**config.mk**
```make
export PLATFORM = sky130hd
export DESIGN_NAME = tcp_tahoe_congestion_window_core_flat
export DESIGN_NICKNAME = d
export VERILOG_FILES = /design/src/rtl/tcw_pkg.sv /design/src/rtl/tcw_event_if.sv /design/src/rtl/tcw_result_if.sv /design/src/rtl/tcp_tahoe_congestion_window_core.sv /design/src/rtl/tcw_ctrl.sv /design/src/rtl/tcw_div.sv /design/src/rtl/tcw_dpath.sv /design/src/flat_wrapper.sv
export SDC_FILE = /design/constraint.sdc
export NUM_CORES = 1
export LEC_CHECK = 0
export BUFFER_PORTS_ARGS = -buffer_cell sky130_fd_sc_hd__buf_2
export CAP_MARGIN = 5
export CORE_MARGIN = 10
export CORE_UTILIZATION = 60
export DETAILED_ROUTE_END_ITERATION = 8
export GPL_TIMING_DRIVEN = 0
export PLACE_DENSITY = 0.88
export SYNTH_ARGS = -nofsm -noshare
export SYNTH_HDL_FRONTEND = slang
export SYNTH_HIERARCHICAL = 1
export SYNTH_SLANG_ARGS = --single-unit
export TNS_END_PERCENT = 1
```
**constraint.sdc**
```tcl
create_clock -name clk -period 6.75 [get_ports clk]
set_input_delay 0.675 -clock clk [delete_from_list [all_inputs] [get_ports clk]]
set_output_delay 0.675 -clock clk [all_outputs]
set_load 0.02 [all_outputs]
```
**src/rtl/tcw_pkg.sv**
```systemverilog
package tcw_pkg;

  localparam int KIND_WIDTH      = 2;
  localparam int ACK_WIDTH       = 16;
  localparam int ROUND_WIDTH     = 16;
  localparam int NOTE_WIDTH      = 3;
  localparam int CFG_DATA_WIDTH  = 24;
  localparam int CFG_INDEX_WIDTH = 2;
  localparam int LIMIT_WIDTH     = 4;

  // threshold reset values in whole window units
  localparam int INIT_THR_UNITS = 16;
  localparam int MIN_THR_UNITS  = 2;

  localparam logic [LIMIT_WIDTH-1:0] DUP_LIMIT_RESET = 4'd3;
  localparam logic [LIMIT_WIDTH-1:0] DUP_COUNT_MAX   = 4'd15;

  localparam logic [KIND_WIDTH-1:0] KIND_NEW_ACK = 2'd0;
  localparam logic [KIND_WIDTH-1:0] KIND_DUP_ACK = 2'd1;

  localparam logic [NOTE_WIDTH-1:0] NOTE_SLOW_START = 3'd0;
  localparam logic [NOTE_WIDTH-1:0] NOTE_ADDITIVE   = 3'd1;
  localparam logic [NOTE_WIDTH-1:0] NOTE_WAITING    = 3'd2;
  localparam logic [NOTE_WIDTH-1:0] NOTE_DUP_RESET  = 3'd3;
  localparam logic [NOTE_WIDTH-1:0] NOTE_TIMEOUT    = 3'd4;

  localparam logic [CFG_INDEX_WIDTH-1:0] CFG_INIT_THR  = 2'd0;
  localparam logic [CFG_INDEX_WIDTH-1:0] CFG_MIN_THR   = 2'd1;
  localparam logic [CFG_INDEX_WIDTH-1:0] CFG_DUP_LIMIT = 2'd2;

  typedef struct packed {
    logic load;
    logic step;
    logic apply;
  } cmd_t;

  typedef struct packed {
    logic need_div;
    logic div_last;
    logic out_free;
  } status_t;

endpackage

```
**src/rtl/tcw_event_if.sv**
```systemverilog
interface tcw_event_if;
  logic                             valid;
  logic                             ready;
  logic [tcw_pkg::KIND_WIDTH-1:0]   kind;
  logic [tcw_pkg::ACK_WIDTH-1:0]    ack_number;

  modport source (output valid, kind, ack_number, input ready);
  modport sink (input valid, kind, ack_number, output ready);
endinterface

```
**src/rtl/tcw_result_if.sv**
```systemverilog
interface tcw_result_if #(
  parameter int WINDOW_WIDTH = 24
);
  logic                              valid;
  logic                              ready;
  logic [tcw_pkg::ROUND_WIDTH-1:0]   round_count;
  logic [WINDOW_WIDTH-1:0]           window;
  logic [WINDOW_WIDTH-1:0]           threshold;
  logic                              phase;
  logic [tcw_pkg::NOTE_WIDTH-1:0]    note;
  logic [tcw_pkg::ACK_WIDTH-1:0]     ack_echo;

  modport source (output valid, round_count, window, threshold, phase, note, ack_echo,
                  input ready);
  modport sink (input valid, round_count, window, threshold, phase, note, ack_echo,
                output ready);
endinterface

```
**src/rtl/tcp_tahoe_congestion_window_core.sv**
```systemverilog
// a new ack in congestion avoidance goes from acceptance to the result register
// through the bit-serial reciprocal divider (one quotient bit per cycle); every other
// event skips the divider and goes straight to the update
// a new event is taken only once the last one has left the update; a result still waiting
// in the result register holds the update and the input side
// reset: synchronous rst sets window 1.0, threshold 16.0, slow start, counts zero and
// the configuration registers to their defaults
module tcp_tahoe_congestion_window_core #(
  parameter int FRAC_BITS    = 16,
  parameter int WINDOW_WIDTH = 24
) (
  input  logic                                  clk,
  input  logic                                  rst,
  tcw_event_if.sink                             evt,
  tcw_result_if.source                          res,
  input  logic                                  cfg_wr_en,
  input  logic [tcw_pkg::CFG_INDEX_WIDTH-1:0]   cfg_index,
  input  logic [tcw_pkg::CFG_DATA_WIDTH-1:0]    cfg_wr_data
);

  tcw_pkg::cmd_t    cmd;
  tcw_pkg::status_t status;

  logic                            out_valid;
  logic [tcw_pkg::ROUND_WIDTH-1:0] out_round_count;
  logic [WINDOW_WIDTH-1:0]         out_window;
  logic [WINDOW_WIDTH-1:0]         out_threshold;
  logic                            out_phase;
  logic [tcw_pkg::NOTE_WIDTH-1:0]  out_note;
  logic [tcw_pkg::ACK_WIDTH-1:0]   out_ack_echo;

  tcw_ctrl u_ctrl (
    .clk      (clk),
    .rst      (rst),
    .in_valid (evt.valid),
    .in_ready (evt.ready),
    .status   (status),
    .cmd      (cmd)
  );

  tcw_dpath #(
    .FRAC_BITS    (FRAC_BITS),
    .WINDOW_WIDTH (WINDOW_WIDTH)
  ) u_dpath (
    .clk             (clk),
    .rst             (rst),
    .cmd             (cmd),
    .status          (status),
    .in_kind         (evt.kind),
    .in_ack          (evt.ack_number),
    .cfg_wr_en       (cfg_wr_en),
    .cfg_index       (cfg_index),
    .cfg_wr_data     (cfg_wr_data),
    .out_valid       (out_valid),
    .out_ready       (res.ready),
    .out_round_count (out_round_count),
    .out_window      (out_window),
    .out_threshold   (out_threshold),
    .out_phase       (out_phase),
    .out_note        (out_note),
    .out_ack_echo    (out_ack_echo)
  );

  assign res.valid       = out_valid;
  assign res.round_count = out_round_count;
  assign res.window      = out_window;
  assign res.threshold   = out_threshold;
  assign res.phase       = out_phase;
  assign res.note        = out_note;
  assign res.ack_echo    = out_ack_echo;

endmodule

```
**src/rtl/tcw_ctrl.sv**
```systemverilog
module tcw_ctrl (
  input  logic             clk,
  input  logic             rst,
  input  logic             in_valid,
  output logic             in_ready,
  input  tcw_pkg::status_t status,
  output tcw_pkg::cmd_t    cmd
);

  typedef enum logic [2:0] {
    S_IDLE  = 3'b001,
    S_DIV   = 3'b010,
    S_APPLY = 3'b100
  } state_t;

  state_t state, state_next;

  always_comb begin
    state_next = state;
    case (state)
      S_IDLE: begin
        if (in_valid) begin
          state_next = status.need_div ? S_DIV : S_APPLY;
        end
      end
      S_DIV: begin
        if (status.div_last) begin
          state_next = S_APPLY;
        end
      end
      S_APPLY: begin
        if (status.out_free) begin
          state_next = S_IDLE;
        end
      end
      default: state_next = S_IDLE;
    endcase
  end

  always_ff @(posedge clk) begin
    if (rst) begin
      state <= S_IDLE;
    end else begin
      state <= state_next;
    end
  end

  assign in_ready  = (state == S_IDLE);
  assign cmd.load  = in_ready && in_valid;
  assign cmd.step  = (state == S_DIV);
  assign cmd.apply = (state == S_APPLY) && status.out_free;

  a_apply_then_idle: assert property (@(posedge clk) disable iff (rst)
    cmd.apply |=> in_ready)
    else $error("controller did not return to idle after update");

endmodule

```
**src/rtl/tcw_div.sv**
```systemverilog
module tcw_div #(
  parameter int FRAC_BITS    = 16,
  parameter int WINDOW_WIDTH = 24
) (
  input  logic                     clk,
  input  logic                     rst,
  input  logic                     load,
  input  logic                     step,
  input  logic [WINDOW_WIDTH-1:0]  divisor,
  output logic [2*FRAC_BITS:0]     quotient,
  output logic                     last
);

  localparam int QW = 2 * FRAC_BITS + 1;
  localparam int CW = $clog2(QW);
  localparam logic [CW-1:0] CNT_TOP = CW'(QW - 1);

  logic [WINDOW_WIDTH-1:0] rem, rem_next;
  logic [WINDOW_WIDTH:0]   trial;
  logic [WINDOW_WIDTH:0]   diff;
  logic                    take;
  logic [CW-1:0]           cnt;

  // numerator is a single one at its top bit
  assign trial = {rem, (cnt == CNT_TOP)};
  assign take  = trial >= {1'b0, divisor};
  assign diff  = trial - {1'b0, divisor};
  assign rem_next = take ? diff[WINDOW_WIDTH-1:0] : trial[WINDOW_WIDTH-1:0];
  assign last = (cnt == '0);

  always_ff @(posedge clk) begin
    if (rst) begin
      cnt <= '0;
    end else if (load) begin
      cnt <= CNT_TOP;
    end else if (step) begin
      cnt <= cnt - 1'b1;
    end
  end

  always_ff @(posedge clk) begin
    if (load) begin
      rem      <= '0;
      quotient <= '0;
    end else if (step) begin
      rem      <= rem_next;
      quotient <= {quotient[QW-2:0], take};
    end
  end

endmodule

```
**src/rtl/tcw_dpath.sv**
```systemverilog
module tcw_dpath #(
  parameter int FRAC_BITS    = 16,
  parameter int WINDOW_WIDTH = 24
) (
  input  logic                                  clk,
  input  logic                                  rst,
  input  tcw_pkg::cmd_t                         cmd,
  output tcw_pkg::status_t                      status,
  input  logic [tcw_pkg::KIND_WIDTH-1:0]        in_kind,
  input  logic [tcw_pkg::ACK_WIDTH-1:0]         in_ack,
  input  logic                                  cfg_wr_en,
  input  logic [tcw_pkg::CFG_INDEX_WIDTH-1:0]   cfg_index,
  input  logic [tcw_pkg::CFG_DATA_WIDTH-1:0]    cfg_wr_data,
  output logic                                  out_valid,
  input  logic                                  out_ready,
  output logic [tcw_pkg::ROUND_WIDTH-1:0]       out_round_count,
  output logic [WINDOW_WIDTH-1:0]               out_window,
  output logic [WINDOW_WIDTH-1:0]               out_threshold,
  output logic                                  out_phase,
  output logic [tcw_pkg::NOTE_WIDTH-1:0]        out_note,
  output logic [tcw_pkg::ACK_WIDTH-1:0]         out_ack_echo
);

  localparam int WW = WINDOW_WIDTH;
  localparam int QW = 2 * FRAC_BITS + 1;
  localparam int SW = ((WW > QW) ? WW : QW) + 1;
  localparam int XW = (WW > tcw_pkg::CFG_DATA_WIDTH) ? WW : tcw_pkg::CFG_DATA_WIDTH;
  localparam int LW = tcw_pkg::LIMIT_WIDTH;

  localparam logic [WW-1:0] WIN_ONE  = WW'(64'd1 << FRAC_BITS);
  localparam logic [WW-1:0] INIT_THR = WW'(64'(tcw_pkg::INIT_THR_UNITS) << FRAC_BITS);
  localparam logic [WW-1:0] MIN_THR  = WW'(64'(tcw_pkg::MIN_THR_UNITS) << FRAC_BITS);

  logic [WW-1:0]                     cwnd, ssthresh;
  logic                              phase;
  logic [LW-1:0]                     dup_count;
  logic [tcw_pkg::ROUND_WIDTH-1:0]   round;
  logic [WW-1:0]                     min_thr;
  logic [LW-1:0]                     dup_limit;

  logic [tcw_pkg::KIND_WIDTH-1:0]    kind_q;
  logic [tcw_pkg::ACK_WIDTH-1:0]     ack_q;

  logic [QW-1:0]                     quotient;
  logic                              div_last;

  logic [XW-1:0]                     cfg_ext;
  logic [SW-1:0]                     inc_ext, sum;
  logic [WW-1:0]                     grown, half, loss_thr;
  logic [LW-1:0]                     limit, dup_inc;

  logic [WW-1:0]                     cwnd_next, ssthresh_next;
  logic                              phase_next;
  logic [LW-1:0]                     dup_count_next;
  logic [tcw_pkg::ROUND_WIDTH-1:0]   round_next;
  logic [tcw_pkg::NOTE_WIDTH-1:0]    note_next;
  logic [tcw_pkg::ACK_WIDTH-1:0]     echo_next;

  tcw_div #(
    .FRAC_BITS    (FRAC_BITS),
    .WINDOW_WIDTH (WINDOW_WIDTH)
  ) u_div (
    .clk      (clk),
    .rst      (rst),
    .load     (cmd.load),
    .step     (cmd.step),
    .divisor  (cwnd),
    .quotient (quotient),
    .last     (div_last)
  );

  assign status.need_div = (in_kind == tcw_pkg::KIND_NEW_ACK) && phase;
  assign status.div_last = div_last;
  assign status.out_free = !out_valid || out_ready;

  assign cfg_ext = XW'(cfg_wr_data);

  // saturating window growth
  always_comb begin
    if (!phase) begin
      inc_ext = SW'(WIN_ONE);
    end else if (cwnd == '0) begin
      inc_ext = '0;
    end else begin
      inc_ext = SW'(quotient);
    end
    sum   = SW'(cwnd) + inc_ext;
    grown = (|sum[SW-1:WW]) ? '1 : sum[WW-1:0];
  end

  assign half     = cwnd >> 1;
  assign loss_thr = (half < min_thr) ? min_thr : half;
  assign limit    = (dup_limit == '0) ? LW'(1) : dup_limit;
  assign dup_inc  = (dup_count != tcw_pkg::DUP_COUNT_MAX) ? dup_count + 1'b1 : dup_count;

  always_comb begin
    round_next     = round + 1'b1;
    cwnd_next      = cwnd;
    ssthresh_next  = ssthresh;
    phase_next     = phase;
    dup_count_next = dup_count;
    echo_next      = ack_q;
    note_next      = tcw_pkg::NOTE_TIMEOUT;
    case (kind_q)
      tcw_pkg::KIND_NEW_ACK: begin
        dup_count_next = '0;
        cwnd_next      = grown;
        if (!phase) begin
          phase_next = (grown >= ssthresh);
          note_next  = tcw_pkg::NOTE_SLOW_START;
        end else begin
          note_next  = tcw_pkg::NOTE_ADDITIVE;
        end
      end
      tcw_pkg::KIND_DUP_ACK: begin
        if (dup_inc < limit) begin
          dup_count_next = dup_inc;
          note_next      = tcw_pkg::NOTE_WAITING;
        end else begin
          ssthresh_next  = loss_thr;
          cwnd_next      = WIN_ONE;
          phase_next     = 1'b0;
          dup_count_next = '0;
          note_next      = tcw_pkg::NOTE_DUP_RESET;
        end
      end
      default: begin
        ssthresh_next  = loss_thr;
        cwnd_next      = WIN_ONE;
        phase_next     = 1'b0;
        dup_count_next = '0;
        echo_next      = '0;
        note_next      = tcw_pkg::NOTE_TIMEOUT;
      end
    endcase
  end

  always_ff @(posedge clk) begin
    if (rst) begin
      cwnd      <= WIN_ONE;
      ssthresh  <= INIT_THR;
      phase     <= 1'b0;
      dup_count <= '0;
      round     <= '0;
      min_thr   <= MIN_THR;
      dup_limit <= tcw_pkg::DUP_LIMIT_RESET;
      out_valid <= 1'b0;
    end else begin
      if (cmd.apply) begin
        cwnd      <= cwnd_next;
        ssthresh  <= ssthresh_next;
        phase     <= phase_next;
        dup_count <= dup_count_next;
        round     <= round_next;
        out_valid <= 1'b1;
      end else if (out_ready) begin
        out_valid <= 1'b0;
      end
      if (cfg_wr_en) begin
        case (cfg_index)
          tcw_pkg::CFG_INIT_THR: begin
            ssthresh <= cfg_ext[WW-1:0];
          end
          tcw_pkg::CFG_MIN_THR: begin
            min_thr <= cfg_ext[WW-1:0];
          end
          tcw_pkg::CFG_DUP_LIMIT: begin
            dup_limit <= cfg_wr_data[LW-1:0];
          end
          default: begin
          end
        endcase
      end
    end
  end

  always_ff @(posedge clk) begin
    if (cmd.load) begin
      kind_q <= in_kind;
      ack_q  <= in_ack;
    end
    if (cmd.apply) begin
      out_round_count <= round_next;
      out_window      <= cwnd_next;
      out_threshold   <= ssthresh_next;
      out_phase       <= phase_next;
      out_note        <= note_next;
      out_ack_echo    <= echo_next;
    end
  end

  a_valid_from_update: assert property (@(posedge clk) disable iff (rst)
    $rose(out_valid) |-> $past(cmd.apply))
    else $error("result appeared without an update");

  a_divide_in_avoidance: assert property (@(posedge clk) disable iff (rst)
    cmd.step |-> phase && (kind_q == tcw_pkg::KIND_NEW_ACK))
    else $error("divider running outside congestion avoidance");

  a_loss_resets_window: assert property (@(posedge clk) disable iff (rst)
    out_valid && ((out_note == tcw_pkg::NOTE_DUP_RESET) || (out_note == tcw_pkg::NOTE_TIMEOUT))
      |-> !out_phase && (out_window == WIN_ONE))
    else $error("loss result without window reset");

  a_additive_in_avoidance: assert property (@(posedge clk) disable iff (rst)
    out_valid && (out_note == tcw_pkg::NOTE_ADDITIVE) |-> out_phase)
    else $error("additive increase reported outside avoidance");

endmodule

```
**src/flat_wrapper.sv**
```systemverilog
// flat-port wrapper written by rule: the top's interface ports become plain ports
module tcp_tahoe_congestion_window_core_flat 
#(
  parameter int FRAC_BITS    = 16,
  parameter int WINDOW_WIDTH = 24
)
  (clk, rst, cfg_wr_en, cfg_index, cfg_wr_data, evt_valid, evt_kind, evt_ack_number, evt_ready, res_valid, res_round_count, res_window, res_threshold, res_phase, res_note, res_ack_echo, res_ready);
  tcw_event_if evt_i ();
  tcw_result_if #(.WINDOW_WIDTH(WINDOW_WIDTH)) res_i ();
  input  logic clk;
  input  logic rst;
  input  logic cfg_wr_en;
  input  logic [tcw_pkg::CFG_INDEX_WIDTH-1:0] cfg_index;
  input  logic [tcw_pkg::CFG_DATA_WIDTH-1:0] cfg_wr_data;
  input wire logic [$bits(evt_i.valid)-1:0] evt_valid;
  input wire logic [$bits(evt_i.kind)-1:0] evt_kind;
  input wire logic [$bits(evt_i.ack_number)-1:0] evt_ack_number;
  output wire logic [$bits(evt_i.ready)-1:0] evt_ready;
  output wire logic [$bits(res_i.valid)-1:0] res_valid;
  output wire logic [$bits(res_i.round_count)-1:0] res_round_count;
  output wire logic [$bits(res_i.window)-1:0] res_window;
  output wire logic [$bits(res_i.threshold)-1:0] res_threshold;
  output wire logic [$bits(res_i.phase)-1:0] res_phase;
  output wire logic [$bits(res_i.note)-1:0] res_note;
  output wire logic [$bits(res_i.ack_echo)-1:0] res_ack_echo;
  input wire logic [$bits(res_i.ready)-1:0] res_ready;
  assign evt_i.valid = evt_valid;
  assign evt_i.kind = evt_kind;
  assign evt_i.ack_number = evt_ack_number;
  assign evt_ready = evt_i.ready;
  assign res_valid = res_i.valid;
  assign res_round_count = res_i.round_count;
  assign res_window = res_i.window;
  assign res_threshold = res_i.threshold;
  assign res_phase = res_i.phase;
  assign res_note = res_i.note;
  assign res_ack_echo = res_i.ack_echo;
  assign res_i.ready = res_ready;
  tcp_tahoe_congestion_window_core #(.FRAC_BITS(FRAC_BITS), .WINDOW_WIDTH(WINDOW_WIDTH)) u_core (.clk(clk), .rst(rst), .evt(evt_i), .res(res_i), .cfg_wr_en(cfg_wr_en), .cfg_index(cfg_index), .cfg_wr_data(cfg_wr_data));
endmodule
```
==> flow_summary.html <==
<table>
<tr><th>Metric</th><th>Value</th></tr>
<tr><th colspan="2">Setup path</th></tr>
<tr><td>Critical path capture point type</td><td>flip-flop</td></tr>
<tr><td>Startpoint Class</td><td>flip-flop</td></tr>
<tr><td>Critical path's most frequent cell</td><td>sky130_fd_sc_hd__buf_6</td></tr>
<tr><td>Slowest cell on the critical path</td><td>sky130_fd_sc_hd__or4_4</td></tr>
<tr><td>Max FO, Critical Path</td><td>10</td></tr>
<tr><td>Kind of critical path</td><td>flip-flop to flip-flop</td></tr>
<tr><td>Maximum cell stage delay along the critical path</td><td>0.62 ns</td></tr>
<tr><td>Crit path required time</td><td>between 7 and 8 ns</td></tr>
<tr><td>Data arrival time at the worst-slack endpoint</td><td>7.11 ns</td></tr>
<tr><th colspan="2">Clock tree</th></tr>
<tr><td>Max clock buf depth</td><td>3</td></tr>
<tr><td>Clock latency at the later pin of the worst-skew pair</td><td>around 0.55 ns</td></tr>
<tr><td>Clock root cell</td><td>sky130_fd_sc_hd__clkbuf_16</td></tr>
<tr><td>TritonCTS clock tree</td><td>yes</td></tr>
<tr><td>Count of H-tree levels built during CTS</td><td>1</td></tr>
<tr><td>Total CTS buffers</td><td>27</td></tr>
<tr><td>TritonCTS sink count</td><td>about 270</td></tr>
<tr><td>CTS clk-pin slew, worst paths</td><td>0.07 ns</td></tr>
<tr><th colspan="2">Global routing</th></tr>
<tr><td>Overall routing resource usage</td><td>26.28%</td></tr>
<tr><td>Number of global-route vias before repair</td><td>13,635</td></tr>
<tr><td>Maximum number of pins on one net before global-route repair</td><td>64</td></tr>
<tr><td>Antenna violations before repair</td><td>0</td></tr>
<tr><td>Global-route wire length before repair</td><td>71.84 mm</td></tr>
<tr><td>Total congestion overflow</td><td>0</td></tr>
<tr><th colspan="2">Logic synthesis</th></tr>
<tr><td>Number of synthesized register bits</td><td>266</td></tr>
<tr><td>Unique masters post-synth</td><td>89</td></tr>
<tr><td>Post-Synthesis Cell Area</td><td>0.01543 mm²</td></tr>
<tr><td>Register area share after synthesis</td><td>41.13%</td></tr>
<tr><td>Count of flip-flops with a built-in enable after synthesis</td><td>102</td></tr>
<tr><td>Fraction of registers with async set/reset</td><td>0%</td></tr>
<tr><td>Yosys warning count</td><td>6</td></tr>
<tr><td>Average cell area after synthesis</td><td>8.887 µm²</td></tr>
<tr><td>Top_reg_cell synth</td><td>sky130_fd_sc_hd__dfxtp_1</td></tr>
<tr><td>Synthesized instance count</td><td>1,736</td></tr>
<tr><td>Net Count, Synth</td><td>1,888</td></tr>
<tr><th colspan="2">Cells and area</th></tr>
<tr><td>Commonest cells after routing, fill and taps aside</td><td>sky130_fd_sc_hd__nand2_1 (192), sky130_fd_sc_hd__dfxtp_1 (153), sky130_fd_sc_hd__nor2_1 (151)</td></tr>
<tr><td>Leading cell type in the layout, fill and taps excluded</td><td>sky130_fd_sc_hd__nand2_1</td></tr>
<tr><td>Antenna cell count</td><td>0</td></tr>
<tr><td>Nets</td><td>2,057</td></tr>
<tr><td>Final Non-Filler Cells</td><td>2,256</td></tr>
<tr><td># fillers</td><td>1,873</td></tr>
<tr><td>Area Overhead vs Synth</td><td>14.72%</td></tr>
<tr><td>Utilization after layout</td><td>70.09%</td></tr>
<tr><td>Fraction of layout instances using a drive strength above 1</td><td>14.90%</td></tr>
<tr><th colspan="2">Timing</th></tr>
<tr><td>Final period utilization</td><td>between 90% and 100%</td></tr>
<tr><td>Post-route minimum period</td><td>6.621 ns</td></tr>
<tr><td>Remaining max-slew budget at the tightest pin</td><td>35.83%</td></tr>
<tr><td>Final-report setup violation count</td><td>0</td></tr>
<tr><td>Highest clock rate</td><td>151.0 MHz</td></tr>
<tr><td>Count of final hold-check violations</td><td>0</td></tr>
<tr><td>Worst-margin pin slew</td><td>~0.96 ns</td></tr>
<tr><td>Clk_skew</td><td>between 0.01 and 0.015 ns</td></tr>
<tr><td>Number of max-slew violations in the final report</td><td>0</td></tr>
<tr><th colspan="2">Die</th></tr>
<tr><td>DIE AREA</td><td>0.03253 mm²</td></tr>
<tr><td>Number of ports placed on the die boundary</td><td>135</td></tr>
<tr><td>Die span in y</td><td>180.4 µm</td></tr>
<tr><td>FP Rows</td><td>a little under 60</td></tr>
<tr><td>Width of the chip</td><td>180.4 µm</td></tr>
<tr><td>Initial Util</td><td>approximately three fifths</td></tr>
<tr><td>Placeable Area</td><td>0.02525 mm²</td></tr>
<tr><th colspan="2">Drt</th></tr>
<tr><td>Via-to-Cell Ratio</td><td>6.273</td></tr>
<tr><td>Per-cell routed wire length</td><td>20.24 µm</td></tr>
<tr><td>Total iterations of the first detailed-routing run</td><td>6</td></tr>
<tr><td>Detailed Route WL</td><td>about 46 mm</td></tr>
<tr><td>Antenna Nets Post-Route</td><td>0</td></tr>
<tr><td>Residual DRC count</td><td>0</td></tr>
<tr><td>Count of routing violations after the opening detailed-route iteration</td><td>1,604</td></tr>
<tr><td>Total vias in the final route</td><td>about 14,000</td></tr>
<tr><th colspan="2">Pwr</th></tr>
<tr><td>PD cells</td><td>203.2 mW/mm²</td></tr>
<tr><td>Reported leakage power</td><td>0.007270 µW</td></tr>
<tr><td>Maximum resistive drop on vdd</td><td>0.0002205 V</td></tr>
<tr><td>Final Total Pwr</td><td>~3600 µW</td></tr>
<tr><th colspan="2">Outcome</th></tr>
<tr><td>Run status</td><td>completed</td></tr>
<tr><th colspan="2">Placed design</th></tr>
<tr><td>Number of buffers inserted by port buffering</td><td>~130</td></tr>
<tr><td>Cell Count Post-Placement</td><td>2,201</td></tr>
<tr><td>Post-detail-place hpwl</td><td>about 33 mm</td></tr>
<tr><td>Final weighted congestion in routability-driven placement</td><td>0.9930</td></tr>
<tr><th colspan="2">Flow run</th></tr>
<tr><td>Maximum capacitance violations</td><td>0</td></tr>
<tr><th colspan="2">Hold path</th></tr>
<tr><td>Hold Path Class</td><td>input pin to flip-flop</td></tr>
</table>
worst paths after layout:
check,start,to,slack (ns),cells past startpoint
setup / recovery,u_core/u_dpath/cwnd[2],u_core/u_dpath/phase,0.13,25
hold / removal,evt_ack_number[13],u_core/u_dpath/ack_q[13],0.30,1
setup reg to reg,u_core/u_dpath/cwnd[2],u_core/u_dpath/phase,0.13,25
hold reg to reg,u_core/u_dpath/min_thr[21],u_core/u_dpath/min_thr[21],0.45,2
metal layers:
layer / GRT usage [%] / part of all wire, % / vias up
met5: 0 / 0 / -
met4: 9.580 / 3.3 / 0
met3: 5.060 / 9.9 / 140
met2: 41.69 / 46 / 829
met1: 34.96 / 41 / 6660
li1: - / - / 6523
per-stage QoR:
| stage | TNS (ns) | hold WS (ns) | setup WS, ns | instance area [µm²] |
|---|---|---|---|---|
| final | 0 | 0.2971 | 0.1288 | 17700 |
| after floorplan | 0 | 0.4363 | 0.9300 | 15430 |
| after CTS | 0 | 0.2829 | 0.04417 | 17510 |
| after global placement | -1.550 | 0.4425 | -0.8069 | 16510 |
| after detailed placement | -1.611 | 0.4479 | -0.8220 | 16540 |
| after global routing | -0.2016 | 0.2874 | -0.1060 | 17700 |
synth_stat cells, drive strengths merged, types with 25 or more instances:
| master | n | area, µm² |
|---|---|---|
| dfxtp | 164 | 3283 |
| a21o | 30 | 225.2 |
| nand2 | 192 | 720.7 |
| nor2b | 25 | 156.4 |
| a21oi | 127 | 646.9 |
| and3 | 25 | 157.6 |
| clkbuf | 63 | 237.7 |
| ha | 101 | 1264 |
| edfxtp | 102 | 3063 |
| nand3 | 30 | 150.1 |
| inv | 121 | 454.2 |
| a211oi | 52 | 508.0 |
| buf | 30 | 173.9 |
| mux2i | 43 | 430.4 |
| xor2 | 50 | 437.9 |
| nand4 | 27 | 175.2 |
| and2 | 30 | 188.9 |
| nor2 | 151 | 566.8 |
| nor3 | 28 | 140.1 |
| o21ai | 133 | 665.6 |
registers in the layout, indices dropped and copies added (netlist names), 2 cells and up:
name / cells
u_core/u_dpath/out_round_count: 16
u_core/u_dpath/dup_count: 4
u_core/u_dpath/ack_q: 16
u_core/u_ctrl/state: 3
u_core/u_dpath/dup_limit: 4
u_core/u_dpath/out_threshold: 24
u_core/u_dpath/out_note: 3
u_core/u_dpath/cwnd: 24
u_core/u_dpath/ssthresh: 24
u_core/u_dpath/min_thr: 24
u_core/u_dpath/out_window: 24
u_core/u_dpath/u_div/rem: 24
u_core/u_dpath/out_ack_echo: 16
u_core/u_dpath/round: 16
u_core/u_dpath/u_div/quotient: 33
u_core/u_dpath/u_div/cnt: 6
u_core/u_dpath/kind_q: 2
where the power goes:
group	internal [µW]	total [µW]	switching [µW]
Sequential	1720	1750	22.6
Clock	889	1520	631
Combinational	93.7	332	239
Total	2710	3600	892
critical path, delay by kind of cell (launching register included):
| kind | cells | cell delay, ns |
|---|---|---|
| compound gates | 8 | 2.24 |
| simple gates | 8 | 2.09 |
| fa+ha+maj | 3 | 0.85 |
| buf+inv | 5 | 0.78 |
| flops | 1 | 0.39 |
| mux | 1 | 0.20 |
logic make-up after synthesis:
kind of cell,synth area share [%]
buffers and inverters,5.612
DFF,41.13
adders and majority gates,8.450
and+or+nand+nor,17.58
muxes,2.936
AOI/OAI and AO/OA,20.14
xor gates and xnor gates,4.144
final cells by class:
type	instances	area, µm²	area share (%)
multi-input cells	1256	8398	47.45
flip-flops and latches	266	6365	35.96
repair buffers	142	754.5	4.263
clock buffers	33	698.2	3.945
inverters	121	454.2	2.566
plain buffers	91	425.4	2.404
well taps	330	412.9	2.333
clock inverters	17	191.4	1.082
timing repair:
| item | CTS | global route |
|---|---|---|
| pin swaps | 5 | 14 |
| endpoints found under the setup margin | 2 | 2 |
| setup buffers | 2 | 5 |
| resized for setup | 13 | 42 |
| hold buffers | 0 | 0 |
(Power assumes the default switching activity.)
